`config.mk`:
```
export PLATFORM = sky130hd
export DESIGN_NAME = imu_axis_calibrate_filter
export DESIGN_NICKNAME = d
export VERILOG_FILES = /design/src/design/imucf_pkg.sv /design/src/design/imucf_ctrl.sv /design/src/design/imucf_dp.sv /design/src/design/imu_axis_calibrate_filter.sv
export SDC_FILE = /design/constraint.sdc
export NUM_CORES = 2
export LEC_CHECK = 0
export BUFFER_PORTS_ARGS = -buffer_cell sky130_fd_sc_hd__buf_4
export CORE_ASPECT_RATIO = 1.2
export CORE_MARGIN = 4
export CORE_UTILIZATION = 50
export CTS_CLUSTER_SIZE = 10
export DETAILED_ROUTE_END_ITERATION = 12
export GPL_TIMING_DRIVEN = 1
export PLACE_DENSITY_LB_ADDON = 0.12
export SYNTH_ARGS = -nofsm -noshare
export SYNTH_HDL_FRONTEND = slang
export SYNTH_SLANG_ARGS = --single-unit
```
`constraint.sdc`:
```
create_clock -name clk -period 14.9 [get_ports clk]
set_input_delay 2.98 -clock clk [delete_from_list [all_inputs] [get_ports clk]]
set_output_delay 2.98 -clock clk [all_outputs]
set_load 0.005 [all_outputs]
```
`src/design/imucf_pkg.sv`:
```
`default_nettype none
package imucf_pkg;

  // sample and filter widths
  localparam int SAMPLE_BITS = 16;
  localparam int FILT_BITS   = 2 * SAMPLE_BITS + 1;
  localparam int FRAC_BITS   = 16;
  localparam int NUM_AXES    = 3;
  localparam int AXIS_BITS   = 2;

  // register widths
  localparam int MAP_BITS      = 6;
  localparam int SIGN_BITS     = 3;
  localparam int BIAS_BITS     = 16;
  localparam int SCALE_BITS    = 16;
  localparam int WEIGHT_BITS   = 16;
  localparam int PACK_BITS     = NUM_AXES * BIAS_BITS;
  localparam int CFG_DATA_BITS = 48;
  localparam int CFG_IDX_BITS  = 3;

  // datapath widths
  localparam int DIFF_BITS  = ((SAMPLE_BITS > BIAS_BITS) ? SAMPLE_BITS : BIAS_BITS) + 1;
  localparam int MUL_A_BITS = FILT_BITS + 1;
  localparam int MUL_B_BITS = ((SCALE_BITS > WEIGHT_BITS) ? SCALE_BITS : WEIGHT_BITS) + 1;
  localparam int PROD_BITS  = MUL_A_BITS + MUL_B_BITS;

  typedef logic signed [SAMPLE_BITS-1:0] sample_t;
  typedef logic signed [FILT_BITS-1:0]   filt_t;

  localparam sample_t SAMPLE_MAX = {1'b0, {(SAMPLE_BITS-1){1'b1}}};
  localparam sample_t SAMPLE_MIN = {1'b1, {(SAMPLE_BITS-1){1'b0}}};

  // tracking start points, saturated to the sample range
  localparam int TRACK_MAG  = 10000;
  localparam int SMAX_INT   = 2 ** (SAMPLE_BITS - 1) - 1;
  localparam sample_t TRACK_HI_INIT =
    sample_t'((TRACK_MAG > SMAX_INT) ? SMAX_INT : TRACK_MAG);
  localparam sample_t TRACK_LO_INIT =
    sample_t'((TRACK_MAG > SMAX_INT) ? (-SMAX_INT - 1) : -TRACK_MAG);

  // register reset values
  localparam logic [MAP_BITS-1:0]    AXIS_MAP_RST = MAP_BITS'(36);
  localparam logic [SIGN_BITS-1:0]   SIGN_RST     = '0;
  localparam logic [PACK_BITS-1:0]   BIAS_RST     = '0;
  localparam logic [PACK_BITS-1:0]   SCALE_RST    = '1;
  localparam logic [WEIGHT_BITS-1:0] WEIGHT_RST   = '1;
  localparam logic                   TRACK_RST    = 1'b0;

  typedef enum logic [CFG_IDX_BITS-1:0] {
    CFG_AXIS_MAP     = 3'd0,
    CFG_SIGN_MASK    = 3'd1,
    CFG_BIAS         = 3'd2,
    CFG_SCALE        = 3'd3,
    CFG_WEIGHT       = 3'd4,
    CFG_TRACK_ENABLE = 3'd5
  } cfg_idx_t;

  // controller to datapath commands
  typedef struct packed {
    logic                 load;
    logic                 scale_step;
    logic                 weight_step;
    logic                 acc_step;
    logic                 out_load;
    logic [AXIS_BITS-1:0] axis;
  } dp_cmd_t;

endpackage
`default_nettype wire

```
`src/design/imucf_ctrl.sv`:
```
`default_nettype none
module imucf_ctrl (
  input  wire logic               clk,
  input  wire logic               rst_n,
  input  wire logic               in_valid,
  output logic                    in_ready,
  output logic                    out_valid,
  input  wire logic               out_ready,
  output imucf_pkg::dp_cmd_t      cmd
);

  typedef enum logic [2:0] {
    S_IDLE,
    S_SCALE,
    S_WEIGHT,
    S_LAST,
    S_FIN
  } state_t;

  localparam logic [imucf_pkg::AXIS_BITS-1:0] LAST_AXIS =
    imucf_pkg::AXIS_BITS'(imucf_pkg::NUM_AXES - 1);

  state_t                            state_r;
  logic [imucf_pkg::AXIS_BITS-1:0]   ax_r;
  logic                              out_valid_r;
  logic                              out_free;

  assign out_free  = !out_valid_r || out_ready;
  assign in_ready  = (state_r == S_IDLE);
  assign out_valid = out_valid_r;

  always_comb begin
    cmd.load        = (state_r == S_IDLE) && in_valid;
    cmd.scale_step  = (state_r == S_SCALE);
    cmd.weight_step = (state_r == S_WEIGHT);
    // accumulate the previous axis while the next one is scaled, and the last axis in S_LAST
    cmd.acc_step    = ((state_r == S_SCALE) && (ax_r != '0)) || (state_r == S_LAST);
    cmd.out_load    = (state_r == S_FIN) && out_free;
    cmd.axis        = ax_r;
  end

  always_ff @(posedge clk) begin
    if (!rst_n) begin
      state_r     <= S_IDLE;
      ax_r        <= '0;
      out_valid_r <= 1'b0;
    end else begin
      unique case (state_r)
        S_IDLE: begin
          if (in_valid) begin
            state_r <= S_SCALE;
            ax_r    <= '0;
          end
        end
        S_SCALE: begin
          state_r <= S_WEIGHT;
        end
        S_WEIGHT: begin
          if (ax_r == LAST_AXIS) begin
            state_r <= S_LAST;
          end else begin
            ax_r    <= ax_r + 1'b1;
            state_r <= S_SCALE;
          end
        end
        S_LAST: begin
          state_r <= S_FIN;
        end
        S_FIN: begin
          if (out_free) begin
            state_r <= S_IDLE;
          end
        end
        default: begin
          state_r <= S_IDLE;
        end
      endcase

      if (cmd.out_load) begin
        out_valid_r <= 1'b1;
      end else if (out_ready) begin
        out_valid_r <= 1'b0;
      end
    end
  end

endmodule
`default_nettype wire

```
`src/design/imucf_dp.sv`:
```
`default_nettype none
module imucf_dp (
  input  wire logic                                   clk,
  input  wire logic                                   rst_n,
  input  wire logic                                   cfg_wr_en,
  input  wire logic [imucf_pkg::CFG_IDX_BITS-1:0]     cfg_index,
  input  wire logic [imucf_pkg::CFG_DATA_BITS-1:0]    cfg_data,
  input  wire imucf_pkg::sample_t                     in_raw_x,
  input  wire imucf_pkg::sample_t                     in_raw_y,
  input  wire imucf_pkg::sample_t                     in_raw_z,
  input  wire imucf_pkg::dp_cmd_t                     cmd,
  output imucf_pkg::filt_t                            out_filtered_x,
  output imucf_pkg::filt_t                            out_filtered_y,
  output imucf_pkg::filt_t                            out_filtered_z,
  output imucf_pkg::sample_t                          out_min_x,
  output imucf_pkg::sample_t                          out_min_y,
  output imucf_pkg::sample_t                          out_min_z,
  output imucf_pkg::sample_t                          out_max_x,
  output imucf_pkg::sample_t                          out_max_y,
  output imucf_pkg::sample_t                          out_max_z
);

  localparam int NA = imucf_pkg::NUM_AXES;

  // configuration
  logic [imucf_pkg::MAP_BITS-1:0]    axis_map_r;
  logic [imucf_pkg::SIGN_BITS-1:0]   sign_mask_r;
  logic [imucf_pkg::PACK_BITS-1:0]   bias_r;
  logic [imucf_pkg::PACK_BITS-1:0]   scale_r;
  logic [imucf_pkg::WEIGHT_BITS-1:0] weight_r;
  logic                              track_en_r;

  // working state; in the filter and tracking arrays index 0 is the axis in work, rotated per step
  imucf_pkg::sample_t raw_r  [NA];
  imucf_pkg::filt_t   filt_r [NA];
  imucf_pkg::sample_t tmax_r [NA];
  imucf_pkg::sample_t tmin_r [NA];
  logic signed [imucf_pkg::PROD_BITS-1:0] prod_r;

  imucf_pkg::filt_t   ofilt_r [NA];
  imucf_pkg::sample_t omin_r  [NA];
  imucf_pkg::sample_t omax_r  [NA];

  logic [imucf_pkg::AXIS_BITS-1:0]          sel_raw;
  logic [imucf_pkg::AXIS_BITS-1:0]          sel;
  imucf_pkg::sample_t                       o_src;
  imucf_pkg::sample_t                       oriented;
  logic signed [imucf_pkg::BIAS_BITS-1:0]   bias;
  logic [imucf_pkg::SCALE_BITS-1:0]         scale;
  logic signed [imucf_pkg::DIFF_BITS-1:0]   dval;
  imucf_pkg::filt_t                         xval;
  logic signed [imucf_pkg::MUL_A_BITS-1:0]  fdiff;
  logic signed [imucf_pkg::MUL_A_BITS-1:0]  mul_a;
  logic signed [imucf_pkg::MUL_B_BITS-1:0]  mul_b;
  logic signed [imucf_pkg::PROD_BITS-1:0]   prod_nxt;
  imucf_pkg::filt_t                         filt_sum;
  imucf_pkg::sample_t                       tmax_nxt;
  imucf_pkg::sample_t                       tmin_nxt;

  // orientation: selector three reads z, negation saturates
  always_comb begin
    sel_raw = axis_map_r[{cmd.axis, 1'b0} +: imucf_pkg::AXIS_BITS];
    sel     = (sel_raw > imucf_pkg::AXIS_BITS'(NA - 1)) ?
              imucf_pkg::AXIS_BITS'(NA - 1) : sel_raw;
    o_src   = raw_r[sel];
    if (sign_mask_r[cmd.axis]) begin
      oriented = (o_src == imucf_pkg::SAMPLE_MIN) ? imucf_pkg::SAMPLE_MAX : -o_src;
    end else begin
      oriented = o_src;
    end
  end

  always_comb begin
    bias  = bias_r[imucf_pkg::BIAS_BITS * cmd.axis +: imucf_pkg::BIAS_BITS];
    scale = scale_r[imucf_pkg::SCALE_BITS * cmd.axis +: imucf_pkg::SCALE_BITS];
    dval  = imucf_pkg::DIFF_BITS'(oriented) - imucf_pkg::DIFF_BITS'(bias);
    xval  = imucf_pkg::filt_t'(prod_r[imucf_pkg::FILT_BITS-1:0]);
    fdiff = imucf_pkg::MUL_A_BITS'(xval) - imucf_pkg::MUL_A_BITS'(filt_r[0]);
    if (cmd.scale_step) begin
      mul_a = imucf_pkg::MUL_A_BITS'(dval);
      mul_b = $signed({1'b0, scale});
    end else begin
      mul_a = fdiff;
      mul_b = $signed({1'b0, weight_r});
    end
    prod_nxt = mul_a * mul_b;
    // arithmetic shift gives the floor of the weighted step
    filt_sum = filt_r[0] + imucf_pkg::filt_t'(prod_r[imucf_pkg::FRAC_BITS +: imucf_pkg::FILT_BITS]);
    tmax_nxt = (track_en_r && (oriented > tmax_r[0])) ? oriented : tmax_r[0];
    tmin_nxt = (track_en_r && (oriented < tmin_r[0])) ? oriented : tmin_r[0];
  end

  always_ff @(posedge clk) begin
    if (!rst_n) begin
      axis_map_r  <= imucf_pkg::AXIS_MAP_RST;
      sign_mask_r <= imucf_pkg::SIGN_RST;
      bias_r      <= imucf_pkg::BIAS_RST;
      scale_r     <= imucf_pkg::SCALE_RST;
      weight_r    <= imucf_pkg::WEIGHT_RST;
      track_en_r  <= imucf_pkg::TRACK_RST;
      for (int i = 0; i < NA; i++) begin
        filt_r[i] <= '0;
        tmax_r[i] <= imucf_pkg::TRACK_LO_INIT;
        tmin_r[i] <= imucf_pkg::TRACK_HI_INIT;
      end
    end else begin
      if (cfg_wr_en) begin
        unique case (cfg_index)
          imucf_pkg::CFG_AXIS_MAP:     axis_map_r  <= cfg_data[imucf_pkg::MAP_BITS-1:0];
          imucf_pkg::CFG_SIGN_MASK:    sign_mask_r <= cfg_data[imucf_pkg::SIGN_BITS-1:0];
          imucf_pkg::CFG_BIAS:         bias_r      <= cfg_data[imucf_pkg::PACK_BITS-1:0];
          imucf_pkg::CFG_SCALE:        scale_r     <= cfg_data[imucf_pkg::PACK_BITS-1:0];
          imucf_pkg::CFG_WEIGHT:       weight_r    <= cfg_data[imucf_pkg::WEIGHT_BITS-1:0];
          imucf_pkg::CFG_TRACK_ENABLE: track_en_r  <= cfg_data[0];
          default: begin
          end
        endcase
      end
      if (cmd.acc_step) begin
        for (int i = 0; i < NA - 1; i++) begin
          filt_r[i] <= filt_r[i+1];
        end
        filt_r[NA-1] <= filt_sum;
      end
      if (cmd.scale_step) begin
        for (int i = 0; i < NA - 1; i++) begin
          tmax_r[i] <= tmax_r[i+1];
          tmin_r[i] <= tmin_r[i+1];
        end
        tmax_r[NA-1] <= tmax_nxt;
        tmin_r[NA-1] <= tmin_nxt;
      end
    end
  end

  always_ff @(posedge clk) begin
    if (cmd.load) begin
      raw_r[0] <= in_raw_x;
      raw_r[1] <= in_raw_y;
      raw_r[2] <= in_raw_z;
    end
    if (cmd.scale_step || cmd.weight_step) begin
      prod_r <= prod_nxt;
    end
    if (cmd.out_load) begin
      for (int i = 0; i < NA; i++) begin
        ofilt_r[i] <= filt_r[i];
        omin_r[i]  <= tmin_r[i];
        omax_r[i]  <= tmax_r[i];
      end
    end
  end

  assign out_filtered_x = ofilt_r[0];
  assign out_filtered_y = ofilt_r[1];
  assign out_filtered_z = ofilt_r[2];
  assign out_min_x      = omin_r[0];
  assign out_min_y      = omin_r[1];
  assign out_min_z      = omin_r[2];
  assign out_max_x      = omax_r[0];
  assign out_max_y      = omax_r[1];
  assign out_max_z      = omax_r[2];

endmodule
`default_nettype wire

```
`src/design/imu_axis_calibrate_filter.sv`:
```
`default_nettype none
// Conditions one three-axis sensor. Each input transaction carries a raw x/y/z
// sample; each output axis takes a configured source axis (selector three reads
// z), optionally negated with -32768 saturating to 32767, subtracts a signed
// bias, multiplies by an unsigned Q0.16 scale and runs a first-order low-pass
// y += floor(w*(x-y)/65536). One output transaction per input carries the three
// filter states (16 fractional bits) and, when tracking is enabled, the running
// min and max of the oriented axes. A new input is taken only once the previous
// item has left the datapath: one 34x17 multiplier is shared and used twice per
// axis (scale, then filter weight), with each axis's accumulate but the last
// overlapped with the next axis's scale step. The result sits in an output
// register, so a new input can be taken while the previous result waits; a
// finished item only stalls if the output register is still full. Configuration
// writes take effect at once and must only happen while the block is idle.
module imu_axis_calibrate_filter (
  input  wire logic                                clk,
  input  wire logic                                rst_n,
  // configuration write port
  input  wire logic                                cfg_wr_en,
  input  wire logic [imucf_pkg::CFG_IDX_BITS-1:0]  cfg_index,
  input  wire logic [imucf_pkg::CFG_DATA_BITS-1:0] cfg_data,
  // raw sample channel
  input  wire logic                                in_valid,
  output logic                                     in_ready,
  input  wire imucf_pkg::sample_t                  in_raw_x,
  input  wire imucf_pkg::sample_t                  in_raw_y,
  input  wire imucf_pkg::sample_t                  in_raw_z,
  // filtered result channel
  output logic                                     out_valid,
  input  wire logic                                out_ready,
  output imucf_pkg::filt_t                         out_filtered_x,
  output imucf_pkg::filt_t                         out_filtered_y,
  output imucf_pkg::filt_t                         out_filtered_z,
  output imucf_pkg::sample_t                       out_min_x,
  output imucf_pkg::sample_t                       out_min_y,
  output imucf_pkg::sample_t                       out_min_z,
  output imucf_pkg::sample_t                       out_max_x,
  output imucf_pkg::sample_t                       out_max_y,
  output imucf_pkg::sample_t                       out_max_z
);

  // sequencing commands from the controller to the datapath
  imucf_pkg::dp_cmd_t cmd;

  // controller: walks the three axes, two multiplier passes each
  imucf_ctrl u_ctrl (
    .clk       (clk),
    .rst_n     (rst_n),
    .in_valid  (in_valid),
    .in_ready  (in_ready),
    .out_valid (out_valid),
    .out_ready (out_ready),
    .cmd       (cmd)
  );

  // datapath: config registers, shared multiplier, filter and tracking state
  imucf_dp u_dp (
    .clk            (clk),
    .rst_n          (rst_n),
    .cfg_wr_en      (cfg_wr_en),
    .cfg_index      (cfg_index),
    .cfg_data       (cfg_data),
    .in_raw_x       (in_raw_x),
    .in_raw_y       (in_raw_y),
    .in_raw_z       (in_raw_z),
    .cmd            (cmd),
    .out_filtered_x (out_filtered_x),
    .out_filtered_y (out_filtered_y),
    .out_filtered_z (out_filtered_z),
    .out_min_x      (out_min_x),
    .out_min_y      (out_min_y),
    .out_min_z      (out_min_z),
    .out_max_x      (out_max_x),
    .out_max_y      (out_max_y),
    .out_max_z      (out_max_z)
  );

endmodule
`default_nettype wire

```
* Word-level counts from Yosys, hierarchy flattened
Memories as Yosys holds them, arrays and structs flattened. Cells that the tools add are included.
Storage, ports and cells: flip-flop bits (word level) 177, RAM bits 438, output and inout port bits 197, bits of input ports 104, memories 7, logic and storage cells 113
Memory list:
- u_dp.filt_r | depth 3, bits a word 33, rd ports 3, clocked after Yosys merged registers in 0, wr ports 3, line imucf_dp.sv:35 | imucf_pkg::filt_t filt_r [NA];
- u_dp.ofilt_r | depth 3, bits a word 33, rd ports 3, clocked after Yosys merged registers in 0, wr ports 3, line imucf_dp.sv:40 | imucf_pkg::filt_t ofilt_r [NA];
- u_dp.omax_r | depth 3, bits a word 16, rd ports 3, clocked after Yosys merged registers in 0, wr ports 3, line imucf_dp.sv:42 | imucf_pkg::sample_t omax_r [NA];
- u_dp.omin_r | depth 3, bits a word 16, rd ports 3, clocked after Yosys merged registers in 0, wr ports 3, line imucf_dp.sv:41 | imucf_pkg::sample_t omin_r [NA];
- u_dp.raw_r | depth 3, bits a word 16, rd ports 1, clocked after Yosys merged registers in 0, wr ports 3, line imucf_dp.sv:34 | imucf_pkg::sample_t raw_r [NA];
- u_dp.tmax_r | depth 3, bits a word 16, rd ports 3, clocked after Yosys merged registers in 0, wr ports 3, line imucf_dp.sv:36 | imucf_pkg::sample_t tmax_r [NA];
- +1 memories
Operators by class: multipliers 1, $lt $le $gt $ge 4, bitwise operators 9, muxes and demuxes 38, reductions and logical operators 22, equal/unequal tests 14, shift-type cells 3, add/sub/neg operators 5
Operators by type and width (number):
- $mux 16 | 11
- $mux 33 | 3
- $shiftx 48x7->16 | 2
- $mul 34x17->49 | 1
- $mux 34 | 1
- $sub 33x33->34 | 1
- $add 33x33->33 | 1
- $sub 16x16->17 | 1
- $eq 16x16->1 const B | 1
- $gt 16x16->1 | 1
- $lt 16x16->1 | 1
- $neg 16->16 | 1
- $pmux 3 s5 | 1
- $mux 1 | 14
- $reduce_and 2->1 | 7
- $eq 3x2->1 const B | 4
- $eq 3x3->1 const B | 3
- $or 1x1->1 | 9
- $mux 2 | 4
- $eq 3x1->1 const B | 2
- $logic_not 3->1 | 2
- $mux 3 | 2
- $reduce_bool 2->1 | 3
- $shiftx 6x4->2 | 1
- 12 further kinds | 19

* Depth between registers and ports, before layout
An unclocked memory read counts as a cell.
word-level depth 11, mapped depth 52, depth with buffers taken out 49

* By module
Synthesis repeated with hierarchy kept, for this count alone.
Unflattened totals: cells, all modules 4496, area total of the unflattened synthesis 46111.7 sq um
Modules (own cells, without submodules):
- imucf_dp | sequential area each 17066.4 sq um, cells each 4459, area an instance 45788.9 sq um, instances 1
- imucf_ctrl | sequential area each 120.1 sq um, cells each 37, area an instance 322.8 sq um, instances 1

* Least setup slack after synthesis
Ideal clock, no wire load.
path type input to register, from in out_ready, to mem u_dp.ofilt_r[0][0] (netlist bit) (enable), data required time 14.123 ns, cell stages on the path 2, path buffers 0, setup time 0.777 ns, arrival time 11.652 ns, setup slack 2.472 ns, cell sequence nor2b_1 nor2b_1
RTL lines:
- start, declared | line imu_axis_calibrate_filter.sv:30 | input wire logic out_ready,
- end, declared | line imucf_dp.sv:40

* Worst setup path after layout
from reg u_ctrl.ax_r[0] (netlist bit), to reg u_dp.prod_r[47] (netlist bit) (data pin)
Between the ends: longest elaborated chain between the ends 10, elaborated cells between the ends (all ways) 16, those cells by class 2 x add/sub; 1 x mul; 1 x order compare; 1 x eq/ne; 3 x shift; 7 x mux; 1 x memory
Ends and longest elaborated chain:
- start, declared | line imucf_ctrl.sv:24 | logic [imucf_pkg::AXIS_BITS-1:0] ax_r;
- start signal, assigned | line imucf_ctrl.sv:62 | ax_r <= ax_r + 1'b1;
- $shiftx 6x4->2 | line imucf_dp.sv:62 | sel_raw = axis_map_r[{cmd.axis, 1'b0} +: imucf_pkg::AXIS_BITS];
- $gt 2x2->1 | line imucf_dp.sv:63 | sel = (sel_raw > imucf_pkg::AXIS_BITS'(NA - 1)) ?
- $mux 2 | line imucf_dp.sv:63
- $mem_v2 3x16
- $neg 16->16 / $eq 16x16->1 (equally long branches) | line imucf_dp.sv:67 | oriented = (o_src == imucf_pkg::SAMPLE_MIN) ? imucf_pkg::SAMPLE_MAX : -o_src;
- $mux 16 | line imucf_dp.sv:67
- $mux 16 | line imucf_dp.sv:66 | if (sign_mask_r[cmd.axis]) begin
- $sub 16x16->17 | line imucf_dp.sv:76 | dval = imucf_pkg::DIFF_BITS'(oriented) - imucf_pkg::DIFF_BITS'(bias);
- $mux 34 | line imucf_dp.sv:79 | if (cmd.scale_step) begin
- $mul 34x17->49 * | line imucf_dp.sv:86 | prod_nxt = mul_a * mul_b;
- named net u_dp.prod_nxt (one bit) | line imucf_dp.sv:55 | logic signed [imucf_pkg::PROD_BITS-1:0] prod_nxt;
- end signal, assigned | line imucf_dp.sv:143 | prod_r <= prod_nxt;
- end, declared | line imucf_dp.sv:38 | logic signed [imucf_pkg::PROD_BITS-1:0] prod_r;
The timed path passes the listed nets; every way through them passes the cells marked *. The select of a mux whose other input is x is not followed. A chain may end at the register's enable or synchronous reset.

==> results.py <==
metrics = {
    "status": {
        "outcome": "completed",
    },
    "timing": {
        "fin_crit_sh_pct": 91.0,
        "relSlewSlack_pct": 9.97,
        "fmax_mhz": 73.8,
        "setup_violations": 0,
        "rsz0062_at_grt": "no",
        "setup-tns-final_ps": 0,
        "hold_slack_ps": 425,
        "drv_slew": 0,
        "worst_pin_slew_ps": 1350,
        "finalClockSkew_ps": 57.3,
        "min_period_ps": 13560,
        "timing_hold_violations_final": 0,
    },
    "clocking": {
        "clk_path_buf_depth": 3,
        "numCtsBuffers": 72,
        "htree_levels": 3,
        "cts_root_buf": "clkbuf_16",
        "clock_sinks": 615,
        "cts_tree": "done",
        "cts_hold_buf": 0,
        "insertion_delay_ps": 660,
        "post_cts_buffers": 0,
        "path_clk_slew_ps": 70,
    },
    "placed_design": {
        "place_hpwl_mm": 107,
        "place_congestion": 0.959,
        "placedCellCount": 5949,
        "port_buffers": 300,
    },
    "route": {
        "drt_iter0_markers": 2616,
        "vias": 34300,
        "wl_per_cell_um": 23.4,
        "drtAntennaViolNets": 0,
        "drt-total-wl_mm": 141,
        "first_pass_iters": 8,
        "viasPerCell": 5.69,
        "drc": 0,
    },
    "logic_synthesis": {
        "ys_top_cells_by_count": "706 x inv_1, 592 x nand2_1, 508 x fa_1",
        "synthesis.nets": 5369,
        "synth_area_leaders": "edfxtp_1 32%, fa_1 22%, inv_1 5.7%",
        "synth_top_area_cell": "edfxtp_1",
        "synth-async-reset-ratio_pct": 0,
        "syn_inst": 4558,
        "ys_types": 99,
        "netlist_area_mm2": 0.0463,
        "synth_edf_count": 487,
        "yosysWarningCount": 0,
        "synth_ff_type": "edfxtp_1",
        "yosysMostFrequentCell": "inv_1",
        "synth_seq_cells": 615,
        "synth_seq_area_share_pct": 37.1,
        "synth_top_area_share_pct": 31.6,
        "syn_avg_cell_area_um2": 10.2,
    },
    "worst_setup_path": {
        "crit_top_cell": "fa_1",
        "critPathLaunch": "u_ctrl.ax_r[0]",
        "crit_slowest_cell": "o41ai_1",
        "cp-endpoint": "u_dp.prod_r[47]",
        "r2r-start": "u_ctrl.ax_r[0]",
        "slowest_delay_ps": 630,
        "path_class": "register to register",
        "r2r_cells": 43,
        "crit_arrival_ps": 13930,
        "r2r_end": "u_dp.prod_r[47]",
        "r2r_slack_ps": 1340,
        "critical_path_required_ps": 15280,
        "cp-start-kind": "register",
        "crit_path_max_fanout": 25,
        "cp-end-kind": "register",
    },
    "floorplanning": {
        "die_y_um": 341,
        "start_util_pct": 50.3,
        "io_pins": 301,
        "coreArea_mm2": 0.0920,
        "dieArea_mm2": 0.0976,
        "dieWidth_um": 286,
        "num_rows": 122,
    },
    "global_routing": {
        "grt_pass1_vias": 35600,
        "grt_antenna_before_repair": 3,
        "grt_max_degree": 90,
        "grt_pass1_wl_mm": 214,
        "grt-ovfl-total": 0,
        "grtUsageTotal_pct": 29.1,
    },
    "run": {
        "max_cap_violations": 0,
    },
    "worst_hold_path": {
        "min_path_type": "register to register",
    },
    "layout": {
        "num_antenna_cells": 0,
        "final_cells": 6037,
        "nets": 5594,
        "drive_gt1_share_pct": 11.6,
        "area_growth_pct": 12.3,
    },
}
==> kinds of logic after synthesis <==
family                     count (synthesis)  synth area share (%)
AOI/OAI and AO/OA                        603                  8.65
xor gates and xnor gates                 142                  2.69
adders and majority gates                717                  27.6
buffers and inverters                    920                  7.60
DFF                                      615                  37.1
muxes                                     59                  1.31
and+or+nand+nor                         1502                  15.1
==> layout by cell type, fill, tap and decap left out, types with 6 or more instances in the layout <==
cell and count:
fa_1 508, xnor2_1 99, edfxtp_1 487, o21a_1 25
a31oi_1 19, a211oi_2 6, o22ai_1 9, nand2b_1 25
or3_1 36, mux2_2 9, xor2_1 43, inv_1 705
maj3_1 6, and3_1 125, nor2b_1 26, nand2_1 590
or2_2 16, o21ai_0 78, a21oi_4 8, o21ai_1 12
a211oi_1 24, and2_1 71, a21o_1 50, a21oi_1 197
o211ai_1 30, o211a_1 18, nor3b_1 10, ha_1 199
buf_4 363, nor2_1 277, nor3_1 115, o31ai_1 19
o21bai_1 14, nand3_1 166, a21boi_0 7, a211o_1 6
dfxtp_1 126, clkbuf_16 72, mux2i_1 48
==> registers in the layout, indices dropped and copies added, names as in the netlist <==
register and cells:
u_dp.weight_r 16, u_ctrl.state_r 3, u_dp.tmax_r 48, u_ctrl.out_valid 1
u_dp.track_en_r 1, u_dp.omin_r 48, u_dp.sign_mask_r 3, u_dp.axis_map_r 6
u_dp.bias_r 48, u_dp.raw_r 48, u_dp.prod_r 49, u_dp.scale_r 48
u_dp.filt_r 99, u_ctrl.ax_r 2, u_dp.ofilt_r 99, u_dp.omax_r 48
u_dp.tmin_r 48
==> routing by layer <==
layer	up-vias	wire, um	GRT usage, %
met4	2	10700	18.6
met1	17200	51700	33.9
met3	440	8080	3.81
met2	1288	70600	50.7
met5	-	13	0
li1	15400	-	-
==> worst max-delay path, delay by kind of cell, from the launching register on <==
kind / cells / cell delay, ps
AOI/OAI and AO/OA: 19 / 6370
adders and majority gates: 9 / 4000
DFF: 1 / 620
xor gates and xnor gates: 1 / 110
and+or+nand+nor: 8 / 1490
buffers and inverters: 6 / 650
==> metrics by stage <==
step | worst slack, ps | utilization [%] | cell area, um^2
2_1_floorplan | 2470 | - | 46300
3_3_place_gp | 1190 | 54.3 | 49900
3_5_place_dp | 1010 | 54.3 | 49900
4_1_cts | 941 | 56.5 | 52000
5_1_grt | 164 | 56.5 | 52000
6_report | 1340 | 56.5 | 52000
==> what timing repair did <==
| item | 4_1_cts | 5_1_grt |
|---|---|---|
| gates resized for setup | 0 | 5 |
| endpoints found under the setup margin | 0 | 4 |
| endpoints found under the hold margin | 0 | 0 |
==> cell type report <==
class / instances / area [um^2]
Tap cell: 1240 / 1550
Timing Repair Buffer: 363 / 2730
Clock buffer: 77 / 1820
Inverter: 708 / 2660
Sequential cell: 615 / 17200
Clock inverter: 11 / 219
Multi-Input combinational cell: 3023 / 25800
Fill cell: 8175 / 40000
==> how the worst min path moves through the flow <==
stage                             startpoint  slack [ps]  depth (start not counted)                   to
after global routing      u_dp.tmin_r[0][20]         430                          0   u_dp.omin_r[0][20]
after CTS                 u_dp.filt_r[0][77]         430                          0  u_dp.ofilt_r[0][77]
after detailed placement  u_dp.filt_r[0][40]         430                          0  u_dp.ofilt_r[0][40]
after global placement    u_dp.tmin_r[0][38]         420                          0   u_dp.omin_r[0][38]
final                     u_dp.filt_r[0][77]         430                          0  u_dp.ofilt_r[0][77]
after floorplan           u_dp.filt_r[0][33]         420                          0  u_dp.ofilt_r[0][33]
Power is not shown: default switching activity piles up to over one toggle a cycle in this logic, so the estimate is an artifact.
